### config.mk
export PLATFORM = sky130hd
export DESIGN_NAME = tricolor_led_sequencer
export DESIGN_NICKNAME = d
export VERILOG_FILES = /design/src/design/tls_pkg.sv /design/src/design/tls_ctrl.sv /design/src/design/tricolor_led_sequencer.sv
export SDC_FILE = /design/constraint.sdc
export NUM_CORES = 1
export LEC_CHECK = 0
export ABC_CLOCK_PERIOD_IN_PS = 9100
export BUFFER_PORTS_ARGS = -buffer_cell sky130_fd_sc_hd__buf_2
export CAP_MARGIN = 20
export CORE_ASPECT_RATIO = 0.5
export CORE_UTILIZATION = 38
export CTS_CLUSTER_SIZE = 30
export DETAILED_ROUTE_END_ITERATION = 12
export PLACE_DENSITY = 0.64
export SETUP_SLACK_MARGIN = 0.3
export SYNTH_ARGS = -nofsm -noshare
export SYNTH_HDL_FRONTEND = slang
export SYNTH_SLANG_ARGS = --single-unit
export TNS_END_PERCENT = 30
### constraint.sdc
create_clock -name clk -period 9.1 [get_ports clk]
set_input_delay 1.82 -clock clk [delete_from_list [all_inputs] [get_ports clk]]
set_output_delay 1.82 -clock clk [all_outputs]
set_load 0.02 [all_outputs]
### src/design/tls_pkg.sv
// shared types, codes and helpers for the tricolour led sequencer
`timescale 1ns / 1ps
`default_nettype none

package tls_pkg;

    localparam int TIMER_WIDTH_DEF = 16;
    localparam int PERIOD_W        = 16;
    localparam int APB_ADDR_W      = 4;
    localparam int APB_DATA_W      = 32;

    localparam logic [PERIOD_W-1:0] GLOW_FOREVER = 16'hFFFF;
    localparam logic [PERIOD_W-1:0] PERIOD_RESET = 16'd500;

    localparam logic [1:0] MODE_IDLE    = 2'd0;
    localparam logic [1:0] MODE_STARTUP = 2'd1;
    localparam logic [1:0] MODE_SHOW    = 2'd2;

    localparam logic [2:0] EV_TICK = 3'd0;
    localparam logic [2:0] EV_RUN  = 3'd1;
    localparam logic [2:0] EV_DONE = 3'd2;
    localparam logic [2:0] EV_SHOW = 3'd3;
    localparam logic [2:0] EV_OFF  = 3'd4;

    localparam logic [1:0] COLOR_RED    = 2'd0;
    localparam logic [1:0] COLOR_YELLOW = 2'd1;
    localparam logic [1:0] COLOR_GREEN  = 2'd2;
    localparam logic [1:0] COLOR_NONE   = 2'd3;

    localparam logic [1:0] REG_CYCLE     = 2'd0;
    localparam logic [1:0] REG_BLINK_ON  = 2'd1;
    localparam logic [1:0] REG_BLINK_OFF = 2'd2;

    typedef struct packed {
        logic [PERIOD_W-1:0] cycle_period;
        logic [PERIOD_W-1:0] blink_on_period;
        logic [PERIOD_W-1:0] blink_off_period;
    } cfg_t;

    typedef struct packed {
        logic       red_on;
        logic       yellow_on;
        logic       green_on;
        logic [1:0] mode;
    } result_t;

    // led pattern for a colour code, bit 0 red, bit 1 yellow, bit 2 green
    function automatic logic [2:0] color_bits(input logic [1:0] c);
        logic [2:0] bits;
        case (c)
            COLOR_RED:    bits = 3'b001;
            COLOR_YELLOW: bits = 3'b010;
            COLOR_GREEN:  bits = 3'b100;
            default:      bits = 3'b000;
        endcase
        return bits;
    endfunction

endpackage

`default_nettype wire

### src/design/tls_ctrl.sv
// controller state and combinational step logic for one event transfer
`timescale 1ns / 1ps
`default_nettype none

module tls_ctrl #(
    parameter int TIMER_WIDTH = tls_pkg::TIMER_WIDTH_DEF
) (
    input  wire logic                           clk,
    input  wire logic                           rst_n,
    input  wire tls_pkg::cfg_t                  cfg,
    input  wire logic                           step_en,
    input  wire logic [2:0]                     req_type,
    input  wire logic [1:0]                     color,
    input  wire logic [tls_pkg::PERIOD_W-1:0]   glow_time,
    input  wire logic                           blink_enable,
    output tls_pkg::result_t                    res
);
    import tls_pkg::*;

    // compare width covers both the timers and the 16-bit periods
    localparam int CW = (TIMER_WIDTH > PERIOD_W) ? TIMER_WIDTH : PERIOD_W;

    logic [1:0]             mode_reg,        mode_next;
    logic [1:0]             step_reg,        step_next;
    logic [TIMER_WIDTH-1:0] main_reg,        main_next;
    logic [TIMER_WIDTH-1:0] blink_reg,       blink_next;
    logic                   phase_on_reg,    phase_on_next;
    logic [1:0]             sh_color_reg,    sh_color_next;
    logic [PERIOD_W-1:0]    sh_glow_reg,     sh_glow_next;
    logic                   sh_blink_reg,    sh_blink_next;
    logic [2:0]             led_reg,         led_next;

    logic [TIMER_WIDTH-1:0] main_t;
    logic [TIMER_WIDTH-1:0] blink_t;
    logic                   tick;
    logic                   expired;

    assign tick = (req_type == EV_TICK);

    always_comb
    begin
        // timers saturate at all ones
        main_t  = main_reg;
        blink_t = blink_reg;
        if (tick)
        begin
            if (main_reg != '1)
                main_t = main_reg + TIMER_WIDTH'(1);
            if (blink_reg != '1)
                blink_t = blink_reg + TIMER_WIDTH'(1);
        end

        mode_next     = mode_reg;
        step_next     = step_reg;
        main_next     = main_t;
        blink_next    = blink_t;
        phase_on_next = phase_on_reg;
        sh_color_next = sh_color_reg;
        sh_glow_next  = sh_glow_reg;
        sh_blink_next = sh_blink_reg;
        led_next      = led_reg;

        expired = (sh_glow_reg != GLOW_FOREVER) && (CW'(main_t) >= CW'(sh_glow_reg));

        case (mode_reg)
            MODE_STARTUP:
            begin
                if (req_type == EV_DONE)
                begin
                    mode_next = MODE_IDLE;
                    led_next  = 3'b000;
                end
                else if (CW'(main_t) >= CW'(cfg.cycle_period))
                begin
                    // red, yellow, green, then back to red
                    step_next = (step_reg == 2'd3) ? 2'd1 : step_reg + 2'd1;
                    led_next  = color_bits(step_next - 2'd1);
                    main_next = '0;
                end
            end
            MODE_IDLE:
            begin
                if (req_type == EV_RUN)
                begin
                    mode_next = MODE_STARTUP;
                    main_next = '0;
                end
                else if (req_type == EV_SHOW)
                begin
                    sh_color_next = color;
                    sh_glow_next  = glow_time;
                    sh_blink_next = blink_enable;
                    phase_on_next = 1'b1;
                    mode_next     = MODE_SHOW;
                    main_next     = '0;
                    blink_next    = '0;
                end
            end
            MODE_SHOW:
            begin
                if (expired || (req_type == EV_OFF))
                begin
                    led_next  = 3'b000;
                    mode_next = MODE_IDLE;
                end
                else if (phase_on_reg)
                begin
                    // colour none keeps the leds as they are
                    if (sh_color_reg != COLOR_NONE)
                        led_next = color_bits(sh_color_reg);
                    if (sh_blink_reg && (CW'(blink_t) >= CW'(cfg.blink_on_period)))
                    begin
                        phase_on_next = 1'b0;
                        blink_next    = '0;
                    end
                end
                else
                begin
                    led_next = 3'b000;
                    if (sh_blink_reg && (CW'(blink_t) >= CW'(cfg.blink_off_period)))
                    begin
                        phase_on_next = 1'b1;
                        blink_next    = '0;
                    end
                end
            end
            default:
            begin
                mode_next = MODE_IDLE;
            end
        endcase
    end

    always_ff @(posedge clk or negedge rst_n)
    begin
        if (!rst_n)
        begin
            mode_reg     <= MODE_IDLE;
            step_reg     <= 2'd0;
            main_reg     <= '0;
            blink_reg    <= '0;
            phase_on_reg <= 1'b0;
            sh_color_reg <= 2'd0;
            sh_glow_reg  <= '0;
            sh_blink_reg <= 1'b0;
            led_reg      <= 3'b000;
        end
        else if (step_en)
        begin
            mode_reg     <= mode_next;
            step_reg     <= step_next;
            main_reg     <= main_next;
            blink_reg    <= blink_next;
            phase_on_reg <= phase_on_next;
            sh_color_reg <= sh_color_next;
            sh_glow_reg  <= sh_glow_next;
            sh_blink_reg <= sh_blink_next;
            led_reg      <= led_next;
        end
    end

    assign res.red_on    = led_next[0];
    assign res.yellow_on = led_next[1];
    assign res.green_on  = led_next[2];
    assign res.mode      = mode_next;

endmodule

`default_nettype wire

### src/design/tricolor_led_sequencer.sv
// top level of the tricolour led sequencer: register port, controller, result queue
`timescale 1ns / 1ps
`default_nettype none

// Three-LED (red, yellow, green) sequencer driven by one event per item transfer.
// Every accepted item produces exactly one result: the LED levels and the mode
// after the controller's step. The step is done in the cycle the item is
// accepted, so an item can be taken on every clock; the result lands in a
// two-entry queue, so new items keep flowing while the oldest result waits for
// result_ready, and item_ready only drops when both entries are full. The
// result_valid flag rises in the cycle after the item transfer. Periods are
// written through the APB-style port at 0x0 (cycle), 0x4 (blink on) and 0x8
// (blink off), all 16 bits, reset to 500; writes take effect on the next item.

module tricolor_led_sequencer #(
    parameter int TIMER_WIDTH = tls_pkg::TIMER_WIDTH_DEF
) (
    input  wire logic                             clk,
    input  wire logic                             rst_n,

    // apb-style register port
    input  wire logic                             psel,
    input  wire logic                             penable,
    input  wire logic                             pwrite,
    input  wire logic [tls_pkg::APB_ADDR_W-1:0]   paddr,
    input  wire logic [tls_pkg::APB_DATA_W-1:0]   pwdata,
    output logic      [tls_pkg::APB_DATA_W-1:0]   prdata,
    output logic                                  pready,

    // event items
    input  wire logic                             item_valid,
    output logic                                  item_ready,
    input  wire logic [2:0]                       req_type,
    input  wire logic [1:0]                       color,
    input  wire logic [tls_pkg::PERIOD_W-1:0]     glow_time,
    input  wire logic                             blink_enable,

    // results
    output logic                                  result_valid,
    input  wire logic                             result_ready,
    output logic                                  red_on,
    output logic                                  yellow_on,
    output logic                                  green_on,
    output logic [1:0]                            mode
);
    import tls_pkg::*;

    cfg_t        cfg_reg;
    logic        wr_en;
    logic [1:0]  reg_idx;

    result_t     step_res;
    logic        push;
    logic        pop;

    // two-entry result queue, entry 0 is the head
    result_t     q0_reg;
    result_t     q1_reg;
    logic [1:0]  count_reg;

    // ---------------------------------------------------------------- registers
    assign pready  = 1'b1;
    assign reg_idx = paddr[3:2];
    assign wr_en   = psel && penable && pwrite;

    always_ff @(posedge clk or negedge rst_n)
    begin
        if (!rst_n)
        begin
            cfg_reg.cycle_period     <= PERIOD_RESET;
            cfg_reg.blink_on_period  <= PERIOD_RESET;
            cfg_reg.blink_off_period <= PERIOD_RESET;
        end
        else if (wr_en)
        begin
            case (reg_idx)
                REG_CYCLE:     cfg_reg.cycle_period     <= pwdata[PERIOD_W-1:0];
                REG_BLINK_ON:  cfg_reg.blink_on_period  <= pwdata[PERIOD_W-1:0];
                REG_BLINK_OFF: cfg_reg.blink_off_period <= pwdata[PERIOD_W-1:0];
                default:       ;
            endcase
        end
    end

    // read back, unused slot reads zero
    always_comb
    begin
        case (reg_idx)
            REG_CYCLE:     prdata = APB_DATA_W'(cfg_reg.cycle_period);
            REG_BLINK_ON:  prdata = APB_DATA_W'(cfg_reg.blink_on_period);
            REG_BLINK_OFF: prdata = APB_DATA_W'(cfg_reg.blink_off_period);
            default:       prdata = '0;
        endcase
    end

    // ---------------------------------------------------------------- controller
    assign item_ready = (count_reg != 2'd2);
    assign push       = item_valid && item_ready;
    assign pop        = result_valid && result_ready;

    tls_ctrl #(
        .TIMER_WIDTH (TIMER_WIDTH)
    ) u_ctrl (
        .clk          (clk),
        .rst_n        (rst_n),
        .cfg          (cfg_reg),
        .step_en      (push),
        .req_type     (req_type),
        .color        (color),
        .glow_time    (glow_time),
        .blink_enable (blink_enable),
        .res          (step_res)
    );

    // ---------------------------------------------------------------- result queue
    always_ff @(posedge clk or negedge rst_n)
    begin
        if (!rst_n)
            count_reg <= 2'd0;
        else if (push && !pop)
            count_reg <= count_reg + 2'd1;
        else if (pop && !push)
            count_reg <= count_reg - 2'd1;
    end

    // payload only, no reset needed
    always_ff @(posedge clk)
    begin
        if (push && pop)
        begin
            if (count_reg == 2'd1)
                q0_reg <= step_res;
            else
            begin
                q0_reg <= q1_reg;
                q1_reg <= step_res;
            end
        end
        else if (push)
        begin
            if (count_reg == 2'd0)
                q0_reg <= step_res;
            else
                q1_reg <= step_res;
        end
        else if (pop)
        begin
            q0_reg <= q1_reg;
        end
    end

    assign result_valid = (count_reg != 2'd0);
    assign red_on       = q0_reg.red_on;
    assign yellow_on    = q0_reg.yellow_on;
    assign green_on     = q0_reg.green_on;
    assign mode         = q0_reg.mode;

endmodule

`default_nettype wire

==> flow_summary_export.csv, run 1 <==
group,metric,value,unit
status,status,"finished clean",
die,ioPinCount,105,
cells_and_area,final_util,0.451,
synth,syn_inst,850,
cells_and_area,stdcell_count,1197,
sta,setup_viol,0,
synth,synth_top_cell_by_area,"dfrtp_1",
sta,post-route-period-util,0.627,
synth,ys_types,62,
synth,yosysTopAreaCellShare,0.297,
clock_network,cts_root_buf,"clkbuf_16",
worst_hold_path,hp-class,"reg2reg",
critical_path,crit_path_start_kind,"primary input",
place,io_buffers,69,
critical_path,cp_slowest_cell,"nor2_1",
global_routing,grt_first_pass_wirelength,31900,um
critical_path,cp.arrival,6.06,ns
critical_path,path_class,"in2reg",
synth,ys_seq_elements,119,
sta,grt_setup_unrepaired,"no",
place,dp_hpwl,14500,um
power,ir_worst_vdd,0.0959,mV
drt,drt-total-wl,19600,um
drt,firstDrtPassIters,6,
drt,vias_per_cell,5.24,
clock_network,post_cts_buffers,0,
clock_network,path_clk_slew,0.05,ns
drt,drt_iter0_markers,373,
critical_path,end_kind,"register",
place,post-place-cells,1163,
sta,slew_headroom,0.383,
clock_network,cts_tree,"built",
cells_and_area,largest_reg_flops,48,
global_routing,grt_pass1_vias,6079,
synth,async_reset_ff_frac,0.916,
critical_path,max_stage_delay,0.75,ns
synth,synth_area_leaders,"dfrtp_1 30%, ha_1 13%, nand2_1 6.3%, dfstp_2 6.2%, o21ai_0 5.7%",
critical_path,crit_chain,"buf_2, or3_1, nor3_2, and2b_1, nor2b_1, nor2b_1, a21oi_1, ha_1, nand4_1, nor3_1, a311o_1, a41o_1, o2bb2ai_1, o22ai_1, nor2_1, a22o_1",
clock_network,cts.path.max_buffers,2,
power,p_per_area,244,nW/um^2
critical_path,worstPathRequired,9.45,ns
synth,avgSynthCellArea,9.03,um^2
sta,worst_slew_pin_slew,0.922,ns
power,p_total,2.16,mW
die,die_h,102,um
clock_network,cts-buffers-inserted,17,
synth,seq_area_frac_synth,0.398,
synth,synth.most_common_cell,"nand2_1",
clock_network,cts.sinks,119,
critical_path,critPathMostFrequentCell,"nor2b_1",
global_routing,antenna_found_initial,1,
die,die_width,203,um
synth,synth_edf_count,10,
global_routing,grt_use_total,0.200,
drt,post_drt_wl_per_cell,16.4,um
cells_and_area,drive_above_1_share,0.170,
clock_network,cts_hold_buf,0,
sta,max_freq,175,MHz
cells_and_area,nets,1059,
sta,min_period,5.71,ns
synth,ys.flop_type,"dfrtp_1",
synth,ys_warn_count,0,
synth,synth_common_cells,"128 x nand2_1, 91 x dfrtp_1, 88 x o21ai_0",
die,die-area,20800,um^2
drt,drc_errors,0,
drt,ant_nets,0,
critical_path,cp_max_fo,13,
sta,clock_skew,0.0130,ns
sta,setup_tns,0,ns
place,gp_congestion,0.890,
global_routing,grt-ovfl-total,0,
drt,via_count,6272,
synth,synthesis.area,7670,um^2
clock_network,cts.htree.levels,4,
power,p_leak,4.23,nW
global_routing,grt_max_degree,65,
job,max_cap_violations,0,
die,rows,36,
sta,hold_viol_final,0,
cells_and_area,area_growth,15.5,%
die,core,19600,um^2
die,start_util,0.391,
clock_network,post_cts_resized,0,
sta,report.final.slew_viol_count,0,
clock_network,clk-insertion-delay-late,0.43,ns
[metal layers]
layer  global-route usage  wire (um)  part of all wire  vias up
li1                     -          -                 -     3080
met1                0.290      10200              0.52     3007
met2                0.298       7920              0.40      163
met3               0.0491       1240             0.063       22
met4               0.0538        227             0.012        0
met5                    0          0                 0        -
[final timing paths]
check                      cells past startpoint               start  slack [ns]                    end
min in group asynchronous                      1               rst_n        1.40  u_ctrl.sh_glow_reg[2]
min                                            2        count_reg[1]        0.51           count_reg[1]
max in group asynchronous                      2               rst_n        6.44            cfg_reg[47]
min reg2reg                                    2        count_reg[1]        0.51           count_reg[1]
max                                           16         req_type[1]        3.39   u_ctrl.blink_reg[13]
max reg2reg                                   15  u_ctrl.main_reg[5]        4.52   u_ctrl.blink_reg[13]
[report_power, final]
part / switching [mW] / internal [mW] / total, mW
clock network: 0.247 / 0.453 / 0.700
logic: 0.411 / 0.251 / 0.662
registers: 0.0954 / 0.703 / 0.798
total: 0.753 / 1.41 / 2.16
[cell usage in the layout (no fill, tap or decap), types with 5 or more instances in the layout]
cell,n
a21o_1,10
a21oi_1,41
a22o_1,25
a31oi_1,10
and2_1,5
and3_1,9
buf_2,68
buf_4,8
clkbuf_1,5
clkbuf_16,18
conb_1,17
dfrtp_1,91
dfstp_2,18
edfxtp_1,10
ha_1,77
inv_1,82
mux2_2,27
mux2i_1,19
nand2_1,128
nand3_1,20
nand4_1,14
nor2_1,37
nor2b_1,8
nor3_1,7
o21ai_0,88
o22ai_1,7
or3_1,5
xnor2_1,13
xor2_1,7
[logic make-up (layout without fill, tap and decap cells)]
kind of cell	Yosys count	in the layout	synth area share
other cells	2	18	0.000979
simple gates	252	252	0.152
fa+ha+maj	77	77	0.126
buf+inv	127	192	0.0722
flops	119	119	0.398
xor+xnor	20	20	0.0228
compound gates	207	207	0.164
mux	46	46	0.0644
[worst max-delay path: cells and delay by family]
family | cells | cell delay [ns]
simple gates | 8 | 2.62
compound gates | 6 | 1.12
buf+inv | 1 | 0.13
fa+ha+maj | 1 | 0.36
[through the flow]
step / instance area (um^2) / hold slack, ns / setup slack [ns]
6_report: 8860 / 0.507 / 3.39
5_1_grt: 8860 / 0.531 / 3.02
4_1_cts: 8830 / 0.517 / 3.47
3_5_place_dp: 8230 / 0.505 / 3.06
3_3_place_gp: 8230 / 0.499 / 3.11
2_1_floorplan: 7730 / 0.473 / 3.98
[final cells by class]
class,count,area (um^2)
inverters,83,312
multi-input cells,619,4130
clock inverters,8,120
fillers,1869,10800
flip-flops and latches,119,3050
repair buffers,77,428
clock buffers,24,483
diodes,1,2.50
well taps,266,333
Power figures use the tool's default switching activity.
==> inputs of run 2 (changes only) <==
--- a/config.mk
+++ b/config.mk
@@ -5,14 +5,14 @@
 export SDC_FILE = /design/constraint.sdc
 export NUM_CORES = 1
 export LEC_CHECK = 0
-export ABC_CLOCK_PERIOD_IN_PS = 9100
+export ABC_CLOCK_PERIOD_IN_PS = 4900
 export BUFFER_PORTS_ARGS = -buffer_cell sky130_fd_sc_hd__buf_2
 export CAP_MARGIN = 20
 export CORE_ASPECT_RATIO = 0.5
 export CORE_UTILIZATION = 38
 export CTS_CLUSTER_SIZE = 30
 export DETAILED_ROUTE_END_ITERATION = 12
-export PLACE_DENSITY = 0.64
+export PLACE_DENSITY = 0.66
 export SETUP_SLACK_MARGIN = 0.3
 export SYNTH_ARGS = -nofsm -noshare
 export SYNTH_HDL_FRONTEND = slang
==> constraint.sdc (replaced) <==
create_clock -name clk -period 4.9 [get_ports clk]
set_input_delay 0.98 -clock clk [delete_from_list [all_inputs] [get_ports clk]]
set_output_delay 0.98 -clock clk [all_outputs]
set_load 0.02 [all_outputs]
==> run 2 against run 1 <==
  * Sequential cell count did not move
  * First-iteration DRC count rose by 8.8%
  * Worst hold slack better by 0.0045 ns
  * Cell count up 1.0%
  * Cell area grew 0.72%
  * Setup slack got worse by 2.8 ns
  * Non-clock buffer count increased by 11
  * Utilization increased by 0.32 points
  * Die area unchanged
  * Global-route usage grew 0.26 points
  * Largest cell class unchanged
==> flow_summary_export.csv, run 2 (synthesized netlist as in run 1, its figures left out) <==
group,metric,value,unit
status,status,"finished clean",
sta,report.final.slew_viol_count,0,
power,clkPwrFrac,0.318,
sta,hold_ws,0.511,ns
critical_path,path_class,"in2reg",
drt,drt_iter0_markers,406,
global_routing,gr-usage-met1,0.285,
power,power.share.sequential,0.369,
power,combPwrFrac,0.313,
die,start_util,0.391,
cells_and_area,area_growth,16.3,%
critical_path,crit_family,"simple AND/OR/NAND/NOR gates",
power,p_per_area,450,nW/um^2
worst_hold_path,hp-class,"reg2reg",
sta,post-route-period-util,0.884,
die,die_width,203,um
cells_and_area,layout_common_cells,"128 x nand2_1, 91 x dfrtp_1, 88 x o21ai_0, 82 x inv_1, 77 x ha_1",
job,max_cap_violations,0,
global_routing,grt_use_met2,0.315,
clock_network,cts_hold_buf,0,
cells_and_area,seqCellArea,3050,um^2
drt,post_drt_wl_per_cell,16.6,um
critical_path,crit_chain,"buf_2, or3_1, nor3_1, nand2_1, nor2_1, and3_1, a31oi_1, ha_1, nand3_1, or4_1, o21ai_0, o21ai_0, o22ai_1, nor2_1, buf_4, a22o_1",
drt,drt-total-wl,20000,um
global_routing,grt_max_degree,64,
global_routing,grt-ovfl-total,0,
die,die_h,102,um
sta,worst_slack,0.570,ns
power,p_int,2.59,mW
die,rows,36,
sta,min_period,4.33,ns
worst_hold_path,min_path_cells,2,
power,p_leak,4.28,nW
critical_path,rr_worst_depth,14,
sta,slew_headroom,0.364,
critical_path,cp_slowest_cell,"or4_1",
critical_path,reg2reg_slack,0.64,ns
die,core,19600,um^2
die,ioPinCount,105,
cells_and_area,largest_reg_flops,48,
worst_hold_path,hold_path_startpoint,"count_reg[1]",
sta,worst_slew_pin_slew,0.949,ns
global_routing,antenna_found_initial,2,
worst_hold_path,hold_path_end,"count_reg[1]",
global_routing,grt_use_total,0.203,
critical_path,cp_max_fo,13,
critical_path,rr_endpoint,"mode[1]",
place,dp_hpwl,14900,um
cells_and_area,mostFrequentLayoutCell,"nand2_1",
sta,grt_setup_unrepaired,"no",
global_routing,grt_first_pass_wirelength,32300,um
cells_and_area,n_fill_cell,1922,
place,post-place-cells,1175,
clock_network,clk-insertion-delay-late,0.42,ns
clock_network,post_cts_buffers,0,
critical_path,cp.arrival,4.63,ns
drt,ant_nets,0,
drt,drc_errors,0,
clock_network,cts-buffers-inserted,17,
clock_network,cts_tree,"built",
clock_network,cts_root_buf,"clkbuf_16",
critical_path,end_kind,"register",
critical_path,crit_path_start_kind,"primary input",
cells_and_area,stdcell_count,1209,
cells_and_area,final_util,0.455,
clock_network,post_cts_resized,0,
sta,max_freq,231,MHz
global_routing,top_usage_layer,"met2",
drt,vias_per_cell,5.30,
sta,clock_skew,0.00733,ns
cells_and_area,multi_input_area,4130,um^2
power,switching_share,0.356,
clock_network,cts.sinks,119,
clock_network,cts.path.max_buffers,2,
critical_path,worstPathRequired,5.20,ns
sta,hold_viol_final,0,
power,ir_worst_vdd,0.171,mV
critical_path,r2r-start,"u_ctrl.main_reg[5]",
sta,setup_tns,0,ns
place,io_buffers,69,
sta,setup_viol,0,
critical_path,timing.critical_path.buf_inv,2,
global_routing,use_met3,0.0469,
clock_network,cts.htree.levels,4,
clock_network,path_clk_slew,0.05,ns
place,gp_congestion,0.866,
critical_path,max_stage_delay,0.52,ns
cells_and_area,drive_above_1_share,0.185,
place,place_ws,0.192,ns
power,p_sw,1.43,mW
global_routing,grt_pass1_vias,6284,
die,die-area,20800,um^2
drt,via_count,6406,
cells_and_area,nets,1070,
drt,firstDrtPassIters,5,
==> run 2: changes by cell type in the layout (fill, tap and decap cells not counted), sizes merged <==
cell      before  now
clkinvlp       2    3
clkbuf        24   21
inv           82   83
clkinv         4    6
bufinv         3    2
diode          1    2
buf           77   88
==> run 2: worst max path at each step <==
stage / startpoint / endpoint / slack (ns) / cells past startpoint
finish: req_type[1] / u_ctrl.blink_reg[1] / 0.57 / 16
global route: req_type[1] / u_ctrl.blink_reg[9] / 0.33 / 16
CTS: req_type[1] / mode[1] / 0.61 / 16
detailed placement: req_type[1] / mode[1] / 0.19 / 16
global placement: req_type[1] / u_ctrl.blink_reg[1] / 0.28 / 16
floorplan: req_type[1] / u_ctrl.blink_reg[10] / 0.79 / 16
==> run 2: cell type report <==
class | instances | area share
tap | 266 | 0.0373
antenna | 2 | 0.000561
clock buffer | 21 | 0.0538
multi-input combinational | 619 | 0.463
sequential | 119 | 0.342
inverter | 83 | 0.0349
clock inverter | 11 | 0.0136
timing repair buffer | 88 | 0.0549
==> run 2: power groups by stage <==
stage	sequential (mW)	combinational, mW	clock (mW)
final	1.48	1.26	1.28
after global routing	1.51	1.43	1.34
after CTS	1.48	1.26	1.29
after detailed placement	1.49	1.24	0
after global placement	1.48	1.19	0
after floorplan	1.47	0.859	0
==> run 2: per-stage QoR <==
step	power (mW)	instance area, um^2
after floorplan	2.33	7730
after global placement	2.67	8320
after detailed placement	2.74	8320
after CTS	4.03	8920
after global routing	4.28	8920
final	4.02	8930
==> run 2: worst min-delay path: stages (launching register included) <==
cell and delay (ns):
dfrtp_1 0.36, nand2_1 0.05, o21ai_0 0.06
==> run 2: metal layers <==
layer	vias to the layer above	share of wire
met5	-	0.00060
met4	2	0.013
met3	23	0.059
met2	182	0.43
met1	3100	0.50
li1	3099	-
